==> src/gbnfec_pkg.sv <==
package gbnfec_pkg;

  // Fixed field widths of the block's ports.
  localparam int PORT_OFF_W = 24;
  localparam int SIZE_W     = 16;
  localparam int WIN_W      = 8;
  localparam int CNT16_W    = 16;
  localparam int CFG_IDX_W  = 2;
  localparam int CFG_DATA_W = 24;

  // Configuration register indexes.
  localparam logic [CFG_IDX_W-1:0] REG_SEG_PAYLOAD = 2'd0;
  localparam logic [CFG_IDX_W-1:0] REG_RECV_WINDOW = 2'd1;
  localparam logic [CFG_IDX_W-1:0] REG_FEC_WINDOW  = 2'd2;
  localparam logic [CFG_IDX_W-1:0] REG_IMAGE_BYTES = 2'd3;

  // Configuration reset values.
  localparam logic [SIZE_W-1:0]     RST_SEG_PAYLOAD = 16'd1024;
  localparam logic [WIN_W-1:0]      RST_RECV_WINDOW = 8'd8;
  localparam logic [WIN_W-1:0]      RST_FEC_WINDOW  = 8'd4;
  localparam logic [CFG_DATA_W-1:0] RST_IMAGE_BYTES = 24'd0;

  // Event codes of an input item.
  typedef enum logic [1:0] {
    OP_ROUND_START = 2'd0,
    OP_SEND_SLOT   = 2'd1,
    OP_ACK         = 2'd2,
    OP_TIMEOUT     = 2'd3
  } op_t;

  // Sequencer states.
  typedef enum logic [2:0] {
    ST_IDLE,
    ST_PRE_DIV,
    ST_CHECK,
    ST_APPLY,
    ST_POST_LOAD,
    ST_POST_DIV,
    ST_FINISH
  } state_t;

endpackage

==> src/go_back_n_sender_window_fec_top.sv <==
// Go-Back-N sender window control with FEC grouping.
// Input channel (in_valid/in_ready) carries one event per transfer: round_start,
// send_slot, ack or timeout, with the drop flags and the ack offset. Every event
// gives exactly one result transfer on the output channel (out_valid/out_ready):
// the segment and FEC packet produced, if any, and the window status afterwards.
// Configuration registers are written through cfg_valid/cfg_ready with a register
// index and data; cfg_ready is always high, and writes are to be made only while
// idle, which the block itself does not enforce. The window test divides the
// outstanding bytes by the segment payload with one shared restoring divider
// that yields one quotient bit per cycle. A send_slot runs the divider twice
// (before and after the state update); the other events run it once. One event
// is in work at a time; in_ready is low while it runs, and the next event can
// be taken in the cycle after the result moves to the output register. The
// result waits in the output register, so a new event can be accepted
// meanwhile; when the receiver stalls, the sequencer holds its finished result
// until it is free.
// Synchronous active-low reset clears the window state and round counts and
// restores the configuration defaults.
module go_back_n_sender_window_fec_top #(
  parameter int OFFSET_BITS = 24
) (
  input  logic                                 clk,
  input  logic                                 rst_n,
  input  logic                                 in_valid,
  output logic                                 in_ready,
  input  logic [1:0]                           in_op,
  input  logic                                 in_seg_drop,
  input  logic                                 in_fec_drop,
  input  logic [gbnfec_pkg::PORT_OFF_W-1:0]    in_ack_offset,
  output logic                                 out_valid,
  input  logic                                 out_ready,
  output logic                                 out_seg_valid,
  output logic [gbnfec_pkg::PORT_OFF_W-1:0]    out_seg_offset,
  output logic [gbnfec_pkg::SIZE_W-1:0]        out_seg_size,
  output logic                                 out_seg_dropped,
  output logic                                 out_fec_emit,
  output logic                                 out_fec_dropped,
  output logic [gbnfec_pkg::PORT_OFF_W-1:0]    out_fec_offset,
  output logic [gbnfec_pkg::WIN_W-1:0]         out_fec_group_size,
  output logic                                 out_window_open,
  output logic                                 out_all_acked,
  output logic [gbnfec_pkg::PORT_OFF_W-1:0]    out_unacked_out,
  input  logic                                 cfg_valid,
  output logic                                 cfg_ready,
  input  logic [gbnfec_pkg::CFG_IDX_W-1:0]     cfg_index,
  input  logic [gbnfec_pkg::CFG_DATA_W-1:0]    cfg_data
);

  localparam int OB    = OFFSET_BITS;
  localparam int CNT_W = $clog2(OFFSET_BITS + 1);
  localparam int CW    = OFFSET_BITS + 2;
  localparam int SW    = gbnfec_pkg::SIZE_W;
  localparam int WW    = gbnfec_pkg::WIN_W;
  localparam int PW    = gbnfec_pkg::PORT_OFF_W;
  localparam int RW    = gbnfec_pkg::CNT16_W;

  // Configuration registers.
  logic [SW-1:0] seg_payload_r;
  logic [WW-1:0] recv_window_r;
  logic [WW-1:0] fec_window_r;
  logic [OB-1:0] image_r;

  // Window state.
  logic [OB-1:0] next_r;
  logic [OB-1:0] unacked_r;
  logic [WW-1:0] fec_cnt_r;
  logic [RW-1:0] round_drops_r;
  logic [RW-1:0] round_fecs_r;

  // Captured event.
  gbnfec_pkg::op_t op_r;
  logic            seg_drop_r;
  logic            fec_drop_r;
  logic [OB-1:0]   ack_r;

  // Shared divider: quotient shifts in where the dividend shifts out.
  logic [OB-1:0]    quo_r;
  logic [SW-1:0]    rem_r;
  logic [CNT_W-1:0] cnt_r;

  // Sequencer.
  gbnfec_pkg::state_t state_r, state_nxt;
  logic send_ok_r;
  logic [SW-1:0] size_r;

  // Result of the event, waiting for the final window status.
  logic          res_seg_valid_r;
  logic [PW-1:0] res_seg_offset_r;
  logic [SW-1:0] res_seg_size_r;
  logic          res_seg_dropped_r;
  logic          res_fec_emit_r;
  logic          res_fec_dropped_r;
  logic [PW-1:0] res_fec_offset_r;
  logic [WW-1:0] res_fec_group_size_r;

  // Output register.
  logic          out_valid_r;
  logic          out_seg_valid_r;
  logic [PW-1:0] out_seg_offset_r;
  logic [SW-1:0] out_seg_size_r;
  logic          out_seg_dropped_r;
  logic          out_fec_emit_r;
  logic          out_fec_dropped_r;
  logic [PW-1:0] out_fec_offset_r;
  logic [WW-1:0] out_fec_group_size_r;
  logic          out_window_open_r;
  logic          out_all_acked_r;
  logic [PW-1:0] out_unacked_r;

  // Control decoded from the state.
  logic div_load, div_run, check_en, apply_en, finish_en;

  // Datapath signals.
  logic [SW-1:0] pl_eff;
  logic [OB-1:0] outstanding;
  logic [SW:0]   div_shift;
  logic [SW:0]   div_diff;
  logic          div_fit;
  logic [CW-1:0] need;
  logic [CW-1:0] gain;
  logic          usable;
  logic          data_left;
  logic [OB-1:0] left;
  logic [WW-1:0] fec_inc;
  logic [OB-1:0] next_adv;
  logic          fec_close;
  logic          in_acc;

  assign in_acc    = in_valid && in_ready;
  assign cfg_ready = 1'b1;

  // A zero payload acts as one byte.
  assign pl_eff = (seg_payload_r == '0) ? SW'(1) : seg_payload_r;

  // Bytes in flight; zero once an ack has passed the send point.
  assign outstanding = (next_r > unacked_r) ? (next_r - unacked_r) : '0;

  // One restoring division step.
  assign div_shift = {rem_r, quo_r[OB-1]};
  assign div_diff  = div_shift - {1'b0, pl_eff};
  assign div_fit   = (div_shift >= {1'b0, pl_eff});

  // The window is usable when quotient + round_fecs + 1 < recv_window + round_drops.
  assign need      = CW'(quo_r) + CW'(round_fecs_r) + CW'(1);
  assign gain      = CW'(recv_window_r) + CW'(round_drops_r);
  assign usable    = (need < gain);
  assign data_left = (next_r < image_r);
  assign left      = image_r - next_r;

  // Segment bookkeeping for a send.
  assign fec_inc   = (fec_cnt_r == '1) ? fec_cnt_r : (fec_cnt_r + WW'(1));
  assign next_adv  = next_r + OB'(size_r);
  assign fec_close = ((fec_window_r != '0) && (fec_inc == fec_window_r)) ||
                     (next_adv == image_r);

  // Next-state logic.
  always_comb begin
    state_nxt = state_r;
    case (state_r)
      gbnfec_pkg::ST_IDLE: begin
        if (in_valid) begin
          if (gbnfec_pkg::op_t'(in_op) == gbnfec_pkg::OP_SEND_SLOT) begin
            state_nxt = gbnfec_pkg::ST_PRE_DIV;
          end else begin
            state_nxt = gbnfec_pkg::ST_APPLY;
          end
        end
      end
      gbnfec_pkg::ST_PRE_DIV: begin
        if (cnt_r == '0) begin
          state_nxt = gbnfec_pkg::ST_CHECK;
        end
      end
      gbnfec_pkg::ST_CHECK:     state_nxt = gbnfec_pkg::ST_APPLY;
      gbnfec_pkg::ST_APPLY:     state_nxt = gbnfec_pkg::ST_POST_LOAD;
      gbnfec_pkg::ST_POST_LOAD: state_nxt = gbnfec_pkg::ST_POST_DIV;
      gbnfec_pkg::ST_POST_DIV: begin
        if (cnt_r == '0) begin
          state_nxt = gbnfec_pkg::ST_FINISH;
        end
      end
      gbnfec_pkg::ST_FINISH: begin
        if (!out_valid_r || out_ready) begin
          state_nxt = gbnfec_pkg::ST_IDLE;
        end
      end
      default: state_nxt = gbnfec_pkg::ST_IDLE;
    endcase
  end

  // Control outputs of the sequencer.
  always_comb begin
    in_ready  = 1'b0;
    div_load  = 1'b0;
    div_run   = 1'b0;
    check_en  = 1'b0;
    apply_en  = 1'b0;
    finish_en = 1'b0;
    case (state_r)
      gbnfec_pkg::ST_IDLE: begin
        in_ready = 1'b1;
        div_load = in_valid;
      end
      gbnfec_pkg::ST_PRE_DIV:   div_run   = (cnt_r != '0);
      gbnfec_pkg::ST_CHECK:     check_en  = 1'b1;
      gbnfec_pkg::ST_APPLY:     apply_en  = 1'b1;
      gbnfec_pkg::ST_POST_LOAD: div_load  = 1'b1;
      gbnfec_pkg::ST_POST_DIV:  div_run   = (cnt_r != '0);
      gbnfec_pkg::ST_FINISH:    finish_en = !out_valid_r || out_ready;
      default: begin
      end
    endcase
  end

  always_ff @(posedge clk) begin
    if (!rst_n) begin
      state_r <= gbnfec_pkg::ST_IDLE;
    end else begin
      state_r <= state_nxt;
    end
  end

  // Configuration writes.
  always_ff @(posedge clk) begin
    if (!rst_n) begin
      seg_payload_r <= gbnfec_pkg::RST_SEG_PAYLOAD;
      recv_window_r <= gbnfec_pkg::RST_RECV_WINDOW;
      fec_window_r  <= gbnfec_pkg::RST_FEC_WINDOW;
      image_r       <= OB'(32'(gbnfec_pkg::RST_IMAGE_BYTES));
    end else if (cfg_valid && cfg_ready) begin
      case (cfg_index)
        gbnfec_pkg::REG_SEG_PAYLOAD: seg_payload_r <= cfg_data[SW-1:0];
        gbnfec_pkg::REG_RECV_WINDOW: recv_window_r <= cfg_data[WW-1:0];
        gbnfec_pkg::REG_FEC_WINDOW:  fec_window_r  <= cfg_data[WW-1:0];
        gbnfec_pkg::REG_IMAGE_BYTES: image_r       <= OB'(32'(cfg_data));
        default: begin
        end
      endcase
    end
  end

  // Event capture.
  always_ff @(posedge clk) begin
    if (in_acc) begin
      op_r       <= gbnfec_pkg::op_t'(in_op);
      seg_drop_r <= in_seg_drop;
      fec_drop_r <= in_fec_drop;
      ack_r      <= OB'(32'(in_ack_offset));
    end
  end

  // Shared divider: outstanding / payload, one quotient bit per cycle.
  always_ff @(posedge clk) begin
    if (!rst_n) begin
      cnt_r <= '0;
    end else if (div_load) begin
      cnt_r <= CNT_W'(OFFSET_BITS);
    end else if (div_run) begin
      cnt_r <= cnt_r - CNT_W'(1);
    end
  end

  always_ff @(posedge clk) begin
    if (div_load) begin
      quo_r <= outstanding;
      rem_r <= '0;
    end else if (div_run) begin
      quo_r <= {quo_r[OB-2:0], div_fit};
      rem_r <= div_fit ? div_diff[SW-1:0] : div_shift[SW-1:0];
    end
  end

  // Send decision and segment size, taken from the state before the event.
  always_ff @(posedge clk) begin
    if (!rst_n) begin
      send_ok_r <= 1'b0;
    end else if (check_en) begin
      send_ok_r <= usable && data_left;
    end
  end

  always_ff @(posedge clk) begin
    if (check_en) begin
      size_r <= (OB'(pl_eff) < left) ? pl_eff : left[SW-1:0];
    end
  end

  // Window state update for each event.
  always_ff @(posedge clk) begin
    if (!rst_n) begin
      next_r        <= '0;
      unacked_r     <= '0;
      fec_cnt_r     <= '0;
      round_drops_r <= '0;
      round_fecs_r  <= '0;
    end else if (apply_en) begin
      case (op_r)
        gbnfec_pkg::OP_ROUND_START: begin
          round_drops_r <= '0;
          round_fecs_r  <= '0;
        end
        gbnfec_pkg::OP_SEND_SLOT: begin
          if (send_ok_r) begin
            next_r    <= next_adv;
            fec_cnt_r <= fec_close ? '0 : fec_inc;
            if (seg_drop_r && (round_drops_r != '1)) begin
              round_drops_r <= round_drops_r + RW'(1);
            end
            if (fec_close && !fec_drop_r && (round_fecs_r != '1)) begin
              round_fecs_r <= round_fecs_r + RW'(1);
            end
          end
        end
        gbnfec_pkg::OP_ACK: begin
          if (ack_r > unacked_r) begin
            unacked_r <= ack_r;
          end
        end
        gbnfec_pkg::OP_TIMEOUT: begin
          next_r    <= unacked_r;
          fec_cnt_r <= '0;
        end
        default: begin
        end
      endcase
    end
  end

  // Segment and FEC fields of the result; zero when nothing was produced.
  always_ff @(posedge clk) begin
    if (apply_en) begin
      res_seg_valid_r      <= 1'b0;
      res_seg_offset_r     <= '0;
      res_seg_size_r       <= '0;
      res_seg_dropped_r    <= 1'b0;
      res_fec_emit_r       <= 1'b0;
      res_fec_dropped_r    <= 1'b0;
      res_fec_offset_r     <= '0;
      res_fec_group_size_r <= '0;
      if ((op_r == gbnfec_pkg::OP_SEND_SLOT) && send_ok_r) begin
        res_seg_valid_r   <= 1'b1;
        res_seg_offset_r  <= PW'(32'(next_r));
        res_seg_size_r    <= size_r;
        res_seg_dropped_r <= seg_drop_r;
        if (fec_close) begin
          res_fec_emit_r       <= 1'b1;
          res_fec_dropped_r    <= fec_drop_r;
          res_fec_offset_r     <= PW'(32'(next_adv));
          res_fec_group_size_r <= fec_inc;
        end
      end
    end
  end

  // Output register.
  always_ff @(posedge clk) begin
    if (!rst_n) begin
      out_valid_r <= 1'b0;
    end else if (finish_en) begin
      out_valid_r <= 1'b1;
    end else if (out_ready) begin
      out_valid_r <= 1'b0;
    end
  end

  always_ff @(posedge clk) begin
    if (finish_en) begin
      out_seg_valid_r      <= res_seg_valid_r;
      out_seg_offset_r     <= res_seg_offset_r;
      out_seg_size_r       <= res_seg_size_r;
      out_seg_dropped_r    <= res_seg_dropped_r;
      out_fec_emit_r       <= res_fec_emit_r;
      out_fec_dropped_r    <= res_fec_dropped_r;
      out_fec_offset_r     <= res_fec_offset_r;
      out_fec_group_size_r <= res_fec_group_size_r;
      out_window_open_r    <= usable && data_left;
      out_all_acked_r      <= (unacked_r >= image_r);
      out_unacked_r        <= PW'(32'(unacked_r));
    end
  end

  assign out_valid          = out_valid_r;
  assign out_seg_valid      = out_seg_valid_r;
  assign out_seg_offset     = out_seg_offset_r;
  assign out_seg_size       = out_seg_size_r;
  assign out_seg_dropped    = out_seg_dropped_r;
  assign out_fec_emit       = out_fec_emit_r;
  assign out_fec_dropped    = out_fec_dropped_r;
  assign out_fec_offset     = out_fec_offset_r;
  assign out_fec_group_size = out_fec_group_size_r;
  assign out_window_open    = out_window_open_r;
  assign out_all_acked      = out_all_acked_r;
  assign out_unacked_out    = out_unacked_r;

  // An accepted event keeps the block busy in the next cycle.
  a_busy_after_accept: assert property (@(posedge clk) disable iff (!rst_n)
    in_acc |=> !in_ready)
    else $error("in_ready high right after an input transfer");

  // An FEC packet is only reported together with a segment.
  a_fec_needs_seg: assert property (@(posedge clk) disable iff (!rst_n)
    out_valid && out_fec_emit |-> out_seg_valid)
    else $error("FEC packet reported without a segment");

  // A result without a segment carries zero segment fields.
  a_no_seg_zero: assert property (@(posedge clk) disable iff (!rst_n)
    out_valid && !out_seg_valid |-> (out_seg_size == '0) && !out_seg_dropped)
    else $error("segment fields set without a segment");

  // The second division always ends in the finishing state.
  a_div_to_finish: assert property (@(posedge clk) disable iff (!rst_n)
    (state_r == gbnfec_pkg::ST_POST_DIV) && (cnt_r == '0) |=>
      (state_r == gbnfec_pkg::ST_FINISH))
    else $error("sequencer skipped the finishing state");

  // A produced segment is never empty.
  a_seg_nonempty: assert property (@(posedge clk) disable iff (!rst_n)
    out_valid && out_seg_valid |-> (out_seg_size != '0))
    else $error("segment of zero bytes");

endmodule

==> config.mk <==
export PLATFORM = sky130hd
export DESIGN_NAME = go_back_n_sender_window_fec_top
export DESIGN_NICKNAME = d
export VERILOG_FILES = /design/src/gbnfec_pkg.sv /design/src/go_back_n_sender_window_fec_top.sv
export SDC_FILE = /design/constraint.sdc
export NUM_CORES = 1
export LEC_CHECK = 0
export ABC_AREA = 1
export BUFFER_PORTS_ARGS = -buffer_cell sky130_fd_sc_hd__buf_2
export CELL_PAD_IN_SITES_DETAIL_PLACEMENT = 1
export CELL_PAD_IN_SITES_GLOBAL_PLACEMENT = 1
export CORE_UTILIZATION = 50
export DETAILED_ROUTE_END_ITERATION = 8
export PLACE_DENSITY = 0.95
export SYNTH_ARGS = -nofsm -noshare
export SYNTH_HDL_FRONTEND = slang
export SYNTH_SLANG_ARGS = --single-unit
==> constraint.sdc <==
create_clock -name clk -period 16.25 [get_ports clk]
set_input_delay 0.8125 -clock clk [delete_from_list [all_inputs] [get_ports clk]]
set_output_delay 0.8125 -clock clk [all_outputs]
set_load 0.05 [all_outputs]
After elaboration in Yosys (flattened, before gate mapping)
Cells that the tools add are included.
- output and inout bits: 105
- bits in latches: 0
- bits in read-only memories: 0
- logic and storage cells: 154
- input bits: 59
- bits in writable memories: 0
- memories kept: 0
- flip-flop bits (word level): 416
- $mul: 0
- div/mod/pow operators: 0
- shift-type cells: 0
- $lt $le $gt $ge: 7
- reduce and logical (&&, ||, !) cells: 34
- mux-type cells: 36
- equality and inequality tests: 25
- add/sub/neg operators: 11
- bitwise gates (word level): 1
- operators by type and width (kind ; count):
    $mux W16 ; 7
    $mux W24 ; 4
    $pmux W16 S2 ; 2
    $gt A24 B24 Y1 ; 2
    $pmux W24 S2 ; 1
    $sub A24 B24 Y24 ; 2
    $add A16 B1 Y16 const B ; 2
    $ne A16 B16 Y1 const B ; 2
    $add A25 B1 Y26 const B ; 1
    $lt A26 B17 Y1 ; 1
    $add A24 B16 Y25 ; 1
    $add A24 B16 Y24 ; 1
    $eq A24 B24 Y1 ; 1
    $ge A24 B24 Y1 ; 1
    $lt A16 B24 Y1 ; 1
    $lt A24 B24 Y1 ; 1
    $mux W8 ; 3
    $pmux W3 S7 ; 1
    $add A8 B16 Y17 ; 1
    $ge A17 B16 Y1 ; 1
    $logic_not A16 Y1 ; 1
    $pmux W8 S2 ; 1
    $sub A16 B16 Y16 ; 1
    $ne A2 B2 Y1 const B ; 7
    other kinds (28) ; 68

Logic depth before layout (Yosys ltp)
Gate-level depths: netlist (run 1).
- word-level depth: 10
- mapped depth: 26

Least setup slack after synthesis (run 1)
Ideal clock, no wire load.
- kind: input to register
- from: input out_ready
- to: register out_all_acked_r (netlist: out_all_acked) (enable)
- required time: 15687 ps
- cell stages on the path: 2
- buffers on the path: 0
- path slack: 10595 ps
- setup time: 563 ps
- arrival time: 5092 ps
- cells stage by stage: nor2_1 > nor2_1
- longest elaborated chain between the ends: 2
- RTL lines (item ; line ; source):
    from (decl) ; go_back_n_sender_window_fec_top.sv:31 ; input logic out_ready,
    $logic_or A1 B1 Y1 ; go_back_n_sender_window_fec_top.sv:209 ; gbnfec_pkg::ST_FINISH: finish_en = !out_valid_r || out_ready;
    $mux W1 ; go_back_n_sender_window_fec_top.sv:199 ; case (state_r)
    named net finish_en ; go_back_n_sender_window_fec_top.sv:111 ; logic div_load, div_run, check_en, apply_en, finish_en;
    to (signal assigned) ; go_back_n_sender_window_fec_top.sv:377 ; out_all_acked_r <= (unacked_r >= image_r);
    to (decl) ; go_back_n_sender_window_fec_top.sv:107 ; logic out_all_acked_r;
The timed path passes the listed nets, and every way through them passes these cells.
A chain may end at the register's enable or synchronous reset.

Worst setup path in the final report (run 1)
- from: register image_r[0]
- to: register size_r[6] (data pin)
- longest elaborated chain between the ends: 3
- RTL lines (item ; line ; source):
    from (decl) ; go_back_n_sender_window_fec_top.sv:61 ; logic [OB-1:0] image_r;
    from (signal assigned) ; go_back_n_sender_window_fec_top.sv:229 ; image_r <= OB'(32'(gbnfec_pkg::RST_IMAGE_BYTES));
    from (signal assigned) ; go_back_n_sender_window_fec_top.sv:235 ; gbnfec_pkg::REG_IMAGE_BYTES: image_r <= OB'(32'(cfg_data));
    $sub A24 B24 Y24 * ; go_back_n_sender_window_fec_top.sv:148 ; assign left = image_r - next_r;
    $lt A16 B24 Y1 ; go_back_n_sender_window_fec_top.sv:284 ; size_r <= (OB'(pl_eff) < left) ? pl_eff : left[SW-1:0];
    $mux W16 * ; go_back_n_sender_window_fec_top.sv:284 ;
    to (signal assigned) ; go_back_n_sender_window_fec_top.sv:284 ;
    to (decl) ; go_back_n_sender_window_fec_top.sv:84 ; logic [SW-1:0] size_r;
Mark *: on every way between the ends. The rest lies on a longest branch, timed or not.

==> metrics.md, run 1 <==
| Metric | Value |
|---|---|
| Simple-Gate Fraction of Synth Area | 0.205 |
| Clock Skew | 57.4 ps |
| Largest family of logic cells by synthesized area | simple AND/OR/NAND/NOR gates |
| Via density | 6.14 |
| Overall fraction of global-route tracks in use | 0.383 |
| Antenna violations before repair | 5 |
| Hold Path Stages | 1 |
| R2r setup slk | 11400 ps |
| Max-slew violation total from the final report | 0 |
| Slowest-stage cell, CP | fa_1 |
| Cell Rows | between 70 and 80 |
| Largest stage delay on the critical path | 450 ps |
| Syn. warnings | 0 |
| WL final | ~95000 µm |
| Post-synthesis sequential area ratio | 0.450 |
| Mux contribution to synthesized area | 0 |
| DP HPWL | around 70000 µm |
| Top cell type's share of synthesized area | 0.308 |
| Final hold vios | 0 |
| CTS tree | yes |
| Hold-fix buffers, CTS | 0 |
| Share of layout cells above drive strength 1 | 0.0975 |
| Synth Area in XOR/XNOR | 0.0383 |
| TritonCTS Buffers | 46 |
| Arr. time, crit path | 5190 ps |
| Synth-to-Final Area Change | 12.4% |
| Mapped Area | ~24000 µm² |
| Final setup fails | 0 |
| Delay-heaviest family, CP | simple AND/OR/NAND/NOR gates |
| Final RePlAce weighted congestion | 1.02 |
| Cells after synthesis | 2899 |
| H-Tree Depth | 2 |
| Crit-path max FO | 17 |
| Worst Tran Pin Value | 1250 ps |
| Syn nets | 3152 |
| Yosys top cell by area | edfxtp_1 |
| Starting Density | 0.511 |
| WP depth | 21 |
| P per Cell Area | between 100 and 150 nW/µm² |
| Most used cell, CP | nand2_1 |
| Chip Width | 221 µm |
| DR WL/cell | 25.7 µm |
| Ys flop type | edfxtp_1 |
| Vias in the first global route | 23600 |
| Post-CTS setup buffers | 0 |
| Nets | between 3000 and 4000 |
| Outcome | finished clean |
| Largest net degree at the start of global routing | 75 |
| Drt pass-1 iters | 5 |
| I/O Buffers | 162 |
| Fraction of the mapped netlist area in adder cells | 0.103 |
| Synth Area in Compound Gates | 0.133 |
| Clk sinks | 416 |
| Hold WS | 352 ps |
| Crit start category | flop |
| Post-route antenna net violation count | 0 |
| Total core area | between 40000 and 50000 µm² |
| Synth cell types | 54 |
| Post-route setup TNS | 0 ps |
| RSZ-0062 raised after global routing | false |
| Ys async rst share | 0 |
| Setup CP Type | flop to flop |
| Clock root buffer | clkbuf_16 |
| R2R cell count | 21 |
| Max cap viols | 0 |
| Post-synth EDFFs | 246 |
| Max VDD drop | 98.1 µV |
| DIE HEIGHT | approximately 220 µm |
| Crit. End Element | flop |
| 1st-iter DRT viols | 2530 |
| Seq cells post-synth | 416 |
| Clock latency on the worst-skew pair | 650 ps |
| Crit-path cells | inv_1 > ha_1 > fa_1 > inv_1 > nand3_1 > nand2_1 > nand3_1 > nand2_1 > nand2_1 > nand2_1 > a21oi_1 > xor2_1 > ha_1 > nand2_1 > nor2_1 > a211oi_1 > o221ai_1 > nand2_2 > nand2_2 > nand2_1 > nand2_1 |
| Min-delay worst type | input pin to flop |
| CTS clk-pin slew, worst paths | approximately 70 ps |
| Synth top area cells | edfxtp_1, dfxtp_1, ha_1 |
| Synth top cells by count | nand2_1, inv_1, a21oi_1, nor2_1, edfxtp_1 |
| Vias | 22600 |
| Avg Inst Size Synth | 8.28 µm² |
| Final min period | 4850 ps |
| Fin crit share | 0.299 |
| Top Ports | 164 |
| DRC | 0 |
| Worst path required time | 16590 ps |
| Cell with the most instances after synthesis | nand2_1 |
| Clk buf depth | 3 |
| Leakage power | 11.8 nW |
| Die area | between 40000 and 50000 µm² |
| Worst Path Buf+Inv | 2 |
| First-pass GRT wire length | around 140000 µm |
| Max Fclk | between 0.2 and 0.25 GHz |
| Gr ovfl total | 0 |
| Cts repair resizes | 0 |
| FILL cells | 5620 |
| Normalized max-slew margin | 0.163 |
[cell type report]
type                       count  area [µm²]  area share
multi-input combinational   2045       11500       0.427
inverter                     357        1340      0.0497
clock buffer                  55        1230      0.0455
timing repair buffer         173         893      0.0331
tap                          607         759      0.0282
antenna                        1        2.50   0.0000928
clock inverter                31         447      0.0166
sequential                   416       10800       0.400
[cells by family after synthesis]
| family | after synthesis |
|---|---|
| other | 1 |
| and+or+nand+nor | 1159 |
| buffers and inverters | 438 |
| DFF | 416 |
| AOI/OAI and AO/OA | 586 |
| adders and majority gates | 194 |
| xor gates and xnor gates | 105 |
[through the flow]
| stage | area [µm²] | setup WS, ps | utilization | instances | power [mW] |
|---|---|---|---|---|---|
| finish | 27000 | 11400 | 0.575 | 3685 | 4.02 |
| global route | 27000 | 11300 | 0.574 | 3684 | 4.18 |
| CTS | 27000 | 11620 | 0.574 | 3684 | 3.98 |
| detailed placement | 25300 | 11730 | 0.539 | 3598 | 2.77 |
| global placement | 25300 | 11870 | 0.539 | 3598 | 2.69 |
| floorplan | 24000 | 10590 | - | 2899 | 2.33 |
[final timing paths]
path                 startpoint               end
max                  image_r[0]         size_r[6]
min            in_ack_offset[6]          ack_r[6]
max reg2reg          image_r[0]         size_r[6]
min reg2reg  res_seg_size_r[13]  out_seg_size[13]
[per-layer routing]
layer / part of all wire / vias to the layer above / wire length (µm) / global-route usage
met5: 0 / - / 0 / 0
met4: 0.057 / 0 / 5420 / 0.210
met3: 0.091 / 353 / 8600 / 0.0709
met2: 0.46 / 1235 / 43100 / 0.620
met1: 0.40 / 10900 / 37500 / 0.487
li1: - / 10100 / - / -
[power by group]
part / switching (mW) / internal (mW) / total [mW] / leakage, nW
logic: 0.983 / 0.422 / 1.40 / 7.34
registers: 0.122 / 1.31 / 1.43 / 3.66
clock network: 0.497 / 0.692 / 1.19 / 0.809
total: 1.60 / 2.42 / 4.02 / 11.8
[cells in the final DEF, fill, tap and decap left out, types with 11 or more instances in the layout]
| master | instances |
|---|---|
| a211oi_1 | 12 |
| a21oi_1 | 293 |
| a31oi_1 | 11 |
| buf_2 | 162 |
| buf_4 | 11 |
| clkbuf_16 | 48 |
| dfxtp_1 | 170 |
| edfxtp_1 | 246 |
| ha_1 | 188 |
| inv_1 | 350 |
| nand2_1 | 603 |
| nand3_1 | 152 |
| nand4_1 | 43 |
| nor2_1 | 257 |
| nor2_2 | 13 |
| nor3_1 | 45 |
| o211ai_1 | 21 |
| o21ai_0 | 185 |
| o21ai_1 | 12 |
| xnor2_1 | 37 |
| xor2_1 | 68 |
Power figures use the tool's default switching activity.
==> run 2, diff against run 1 <==
--- a/config.mk
+++ b/config.mk
@@ -5,13 +5,13 @@
 export SDC_FILE = /design/constraint.sdc
 export NUM_CORES = 1
 export LEC_CHECK = 0
-export ABC_AREA = 1
+export ABC_AREA = 0
 export BUFFER_PORTS_ARGS = -buffer_cell sky130_fd_sc_hd__buf_2
 export CELL_PAD_IN_SITES_DETAIL_PLACEMENT = 1
 export CELL_PAD_IN_SITES_GLOBAL_PLACEMENT = 1
-export CORE_UTILIZATION = 50
+export CORE_UTILIZATION = 44
 export DETAILED_ROUTE_END_ITERATION = 8
-export PLACE_DENSITY = 0.95
+export PLACE_DENSITY = 0.89
 export SYNTH_ARGS = -nofsm -noshare
 export SYNTH_HDL_FRONTEND = slang
 export SYNTH_SLANG_ARGS = --single-unit
==> constraint.sdc (replaced) <==
create_clock -name clk -period 4.1 [get_ports clk]
set_input_delay 0.205 -clock clk [delete_from_list [all_inputs] [get_ports clk]]
set_output_delay 0.205 -clock clk [all_outputs]
set_load 0.05 [all_outputs]
==> run 2 against run 1 <==
  * The flow now finishes with violations (negative setup slack)
  * Worst hold slack lost 300 ps
  * Sequential power increased to 3.6 times the previous value
  * Clock power grew to 3.9 times the previous value
  * Die area increased by 13%
  * Count of clock-buffer cells in the layout up 11
  * Power grew to 3.4 times the previous value
  * Via count down 5.0%
  * Wire length is 4.1% lower
  * Area after synthesis fell by 0.44%
  * Combinational power rose to 2.8 times the previous value
  * Critical path type unchanged
  * Critical endpoint is now round_fecs_r[11]
==> metrics.md, run 2 <==
| Metric | Value |
|---|---|
| Outcome | complete, but fails checks |
| Failing checks | negative setup slack |
| CTS tree | yes |
| Post-route antenna net violation count | 0 |
| Total net switching power | about 4.6 mW |
| Clock power share | 0.342 |
| Vias in the first global route | between 20000 and 25000 |
| Min-delay worst type | input pin to flop |
| Sequential Power Share | 0.376 |
| Multi-input gate area | 12500 µm² |
| Final hold vios | 0 |
| Syn nets | around 2700 |
| Crit start category | flop |
| Worst path required time | 4600 ps |
| Crit-path max FO | 8 |
| DIE HEIGHT | 235 µm |
| Top cell type's share of synthesized area | 0.309 |
| Clk buf depth | 3 |
| Worst Tran Pin Value | 1180 ps |
| TritonCTS Buffers | 47 |
| Arr. time, crit path | 4620 ps |
| Overall fraction of global-route tracks in use | 0.318 |
| Final min period | 4130 ps |
| Starting Density | 0.445 |
| Via density | 6.18 |
| Largest net degree at the start of global routing | 92 |
| Max cap viols | 0 |
| Max Fclk | 0.242 GHz |
| P per Cell Area | ~480 nW/µm² |
| Setup CP Type | flop to flop |
| Synth cell types | 90 |
| Avg Inst Size Synth | 9.73 µm² |
| Post-synthesis sequential area ratio | 0.452 |
| CTS clk-pin slew, worst paths | 60 ps |
| Synth top area cells | edfxtp_1, dfxtp_1, ha_1 |
| R2R cell count | 14 |
| Antenna violations before repair | 2 |
| DRC | 0 |
| Synth top cells by count | nand2_1, edfxtp_1, ha_1, nor2_1, dfxtp_1 |
| Die area | 55200 µm² |
| WL final | 90800 µm |
| Leakage power | ~12 nW |
| Post-synth EDFFs | 246 |
| Crit. End Element | flop |
| RSZ-0062 raised after global routing | true |
| Clk sinks | 416 |
| Mapped Area | 23900 µm² |
| Gr ovfl total | 0 |
| FILL cells | about 6000 |
| Most frequent cells in the layout | nand2_1, edfxtp_1, nor2_1 |
| Final RePlAce weighted congestion | between 0.9 and 1 |
| Total core area | 53700 µm² |
| Seq. cell area | 10800 µm² |
| Seq cells post-synth | 416 |
| Cell internal pwr | between 9 and 10 mW |
| Synth-to-Final Area Change | 20.6% |
| Normalized max-slew margin | 0.213 |
| Ys async rst share | 0 |
| First-pass GRT wire length | 134000 µm |
| Share of layout cells above drive strength 1 | 0.167 |
| Clock Skew | between 30 and 40 ps |
| Fin crit share | 1.01 |
| PnR Total Power | 13.7 mW |
| 1st-iter DRT viols | 1905 |
| Cell Rows | 85 |
| I/O Buffers | 162 |
| Final setup fails | 1 |
| Hold Path Stages | 2 |
| Vias | 21500 |
| Logic pwr share | 0.282 |
| Max-slew violation total from the final report | 0 |
| Clock latency on the worst-skew pair | approximately 630 ps |
| Syn. warnings | 0 |
| Final worst setup slack | -26.2 ps |
| Most common cell after layout, fill and taps aside | nand2_1 |
| H-Tree Depth | 2 |
| Switching share of power | 0.335 |
| Ys flop type | edfxtp_1 |
| Drt pass-1 iters | 5 |
| DP HPWL | 64300 µm |
| Max VDD drop | between 300 and 400 µV |
| Chip Width | 235 µm |
| Yosys top cell by area | edfxtp_1 |
| Cells after synthesis | ~2500 |
| Nets | 2992 |
| Hold WS | 47.9 ps |
| Cell with the most instances after synthesis | nand2_1 |
| DR WL/cell | 26.1 µm |
| Top Ports | around 160 |
| Clock root buffer | clkbuf_16 |
## run 2: final cells by class
class	instances	share of cell area
Multi-Input combinational cell	1794	0.435
Antenna cell	2	0.000174
Inverter	130	0.0169
Clock buffer	66	0.0499
Sequential cell	416	0.375
Clock inverter	22	0.00908
Timing Repair Buffer	350	0.0841
Tap cell	696	0.0302
## run 2: worst paths after layout
path / endpoint / from / slack, ps
max: round_fecs_r[11] / size_r[0] / -30
min: fec_window_r[2] / rst_n / 50
max reg2reg: round_fecs_r[11] / size_r[0] / -30
min reg2reg: out_seg_size[13] / res_seg_size_r[13] / 420
## run 2: per-stage QoR
stage | utilization | std cells | setup WS [ps] | TNS [ps] | instance area, µm²
2_1_floorplan | - | 2455 | 99.3 | 0 | 23900
3_3_place_gp | 0.485 | 3313 | -124 | -407 | 26100
3_5_place_dp | 0.485 | 3313 | -287 | -3100 | 26100
4_1_cts | 0.529 | 3456 | 1.01 | 0 | 28400
5_1_grt | 0.536 | 3474 | -214 | -1690 | 28800
6_report | 0.536 | 3476 | -26.2 | -26.2 | 28800
## run 2: timing repair
item | in CTS | in global routing
endpoints found under the hold margin | 71 | 0
pin swaps | 13 | 35
setup endpoints to repair | 72 | 85
resized for setup | 24 | 65
cloned | 0 | 1
buffers inserted | 1 | 17
hold buffers | 54 | 0
## run 2: cells by family after synthesis
family                     share of synthesized area
and+or+nand+nor                                0.163
AOI/OAI and AO/OA                              0.167
DFF                                            0.452
buffers and inverters                         0.0397
adders and majority gates                      0.103
xor gates and xnor gates                      0.0547
muxes                                         0.0207
other                                       0.000157
## run 2: metal layers
| layer | global-route usage | wire length (µm) | vias to the layer above |
|---|---|---|---|
| li1 | - | - | 9462 |
| met1 | 0.393 | 34800 | 10600 |
| met2 | 0.532 | 43200 | 1081 |
| met3 | 0.0518 | 7620 | 319 |
| met4 | 0.166 | 5200 | 2 |
| met5 | 0 | 10 | - |
## run 2: worst max-delay path, stage by stage, from the launching register on
cell	delay [ps]
edfxtp_1	400
ha_2	210
fa_1	400
a21o_1	220
a21o_1	230
a311o_4	440
a31oi_4	210
buf_6	150
o21bai_1	100
a311oi_1	350
nand4_1	190
nand4bb_4	370
buf_12	220
a211o_1	260
a22o_1	230
## run 2: power by group through the flow
stage / Clock, mW / Sequential, mW / Combinational (mW)
3_5_place_dp: 0 / 5.21 / 3.44
6_report: 4.70 / 5.16 / 3.87
5_1_grt: 4.86 / 5.17 / 4.13
2_1_floorplan: 0 / 5.13 / 2.32
3_3_place_gp: 0 / 5.19 / 3.25
4_1_cts: 4.73 / 5.14 / 3.58
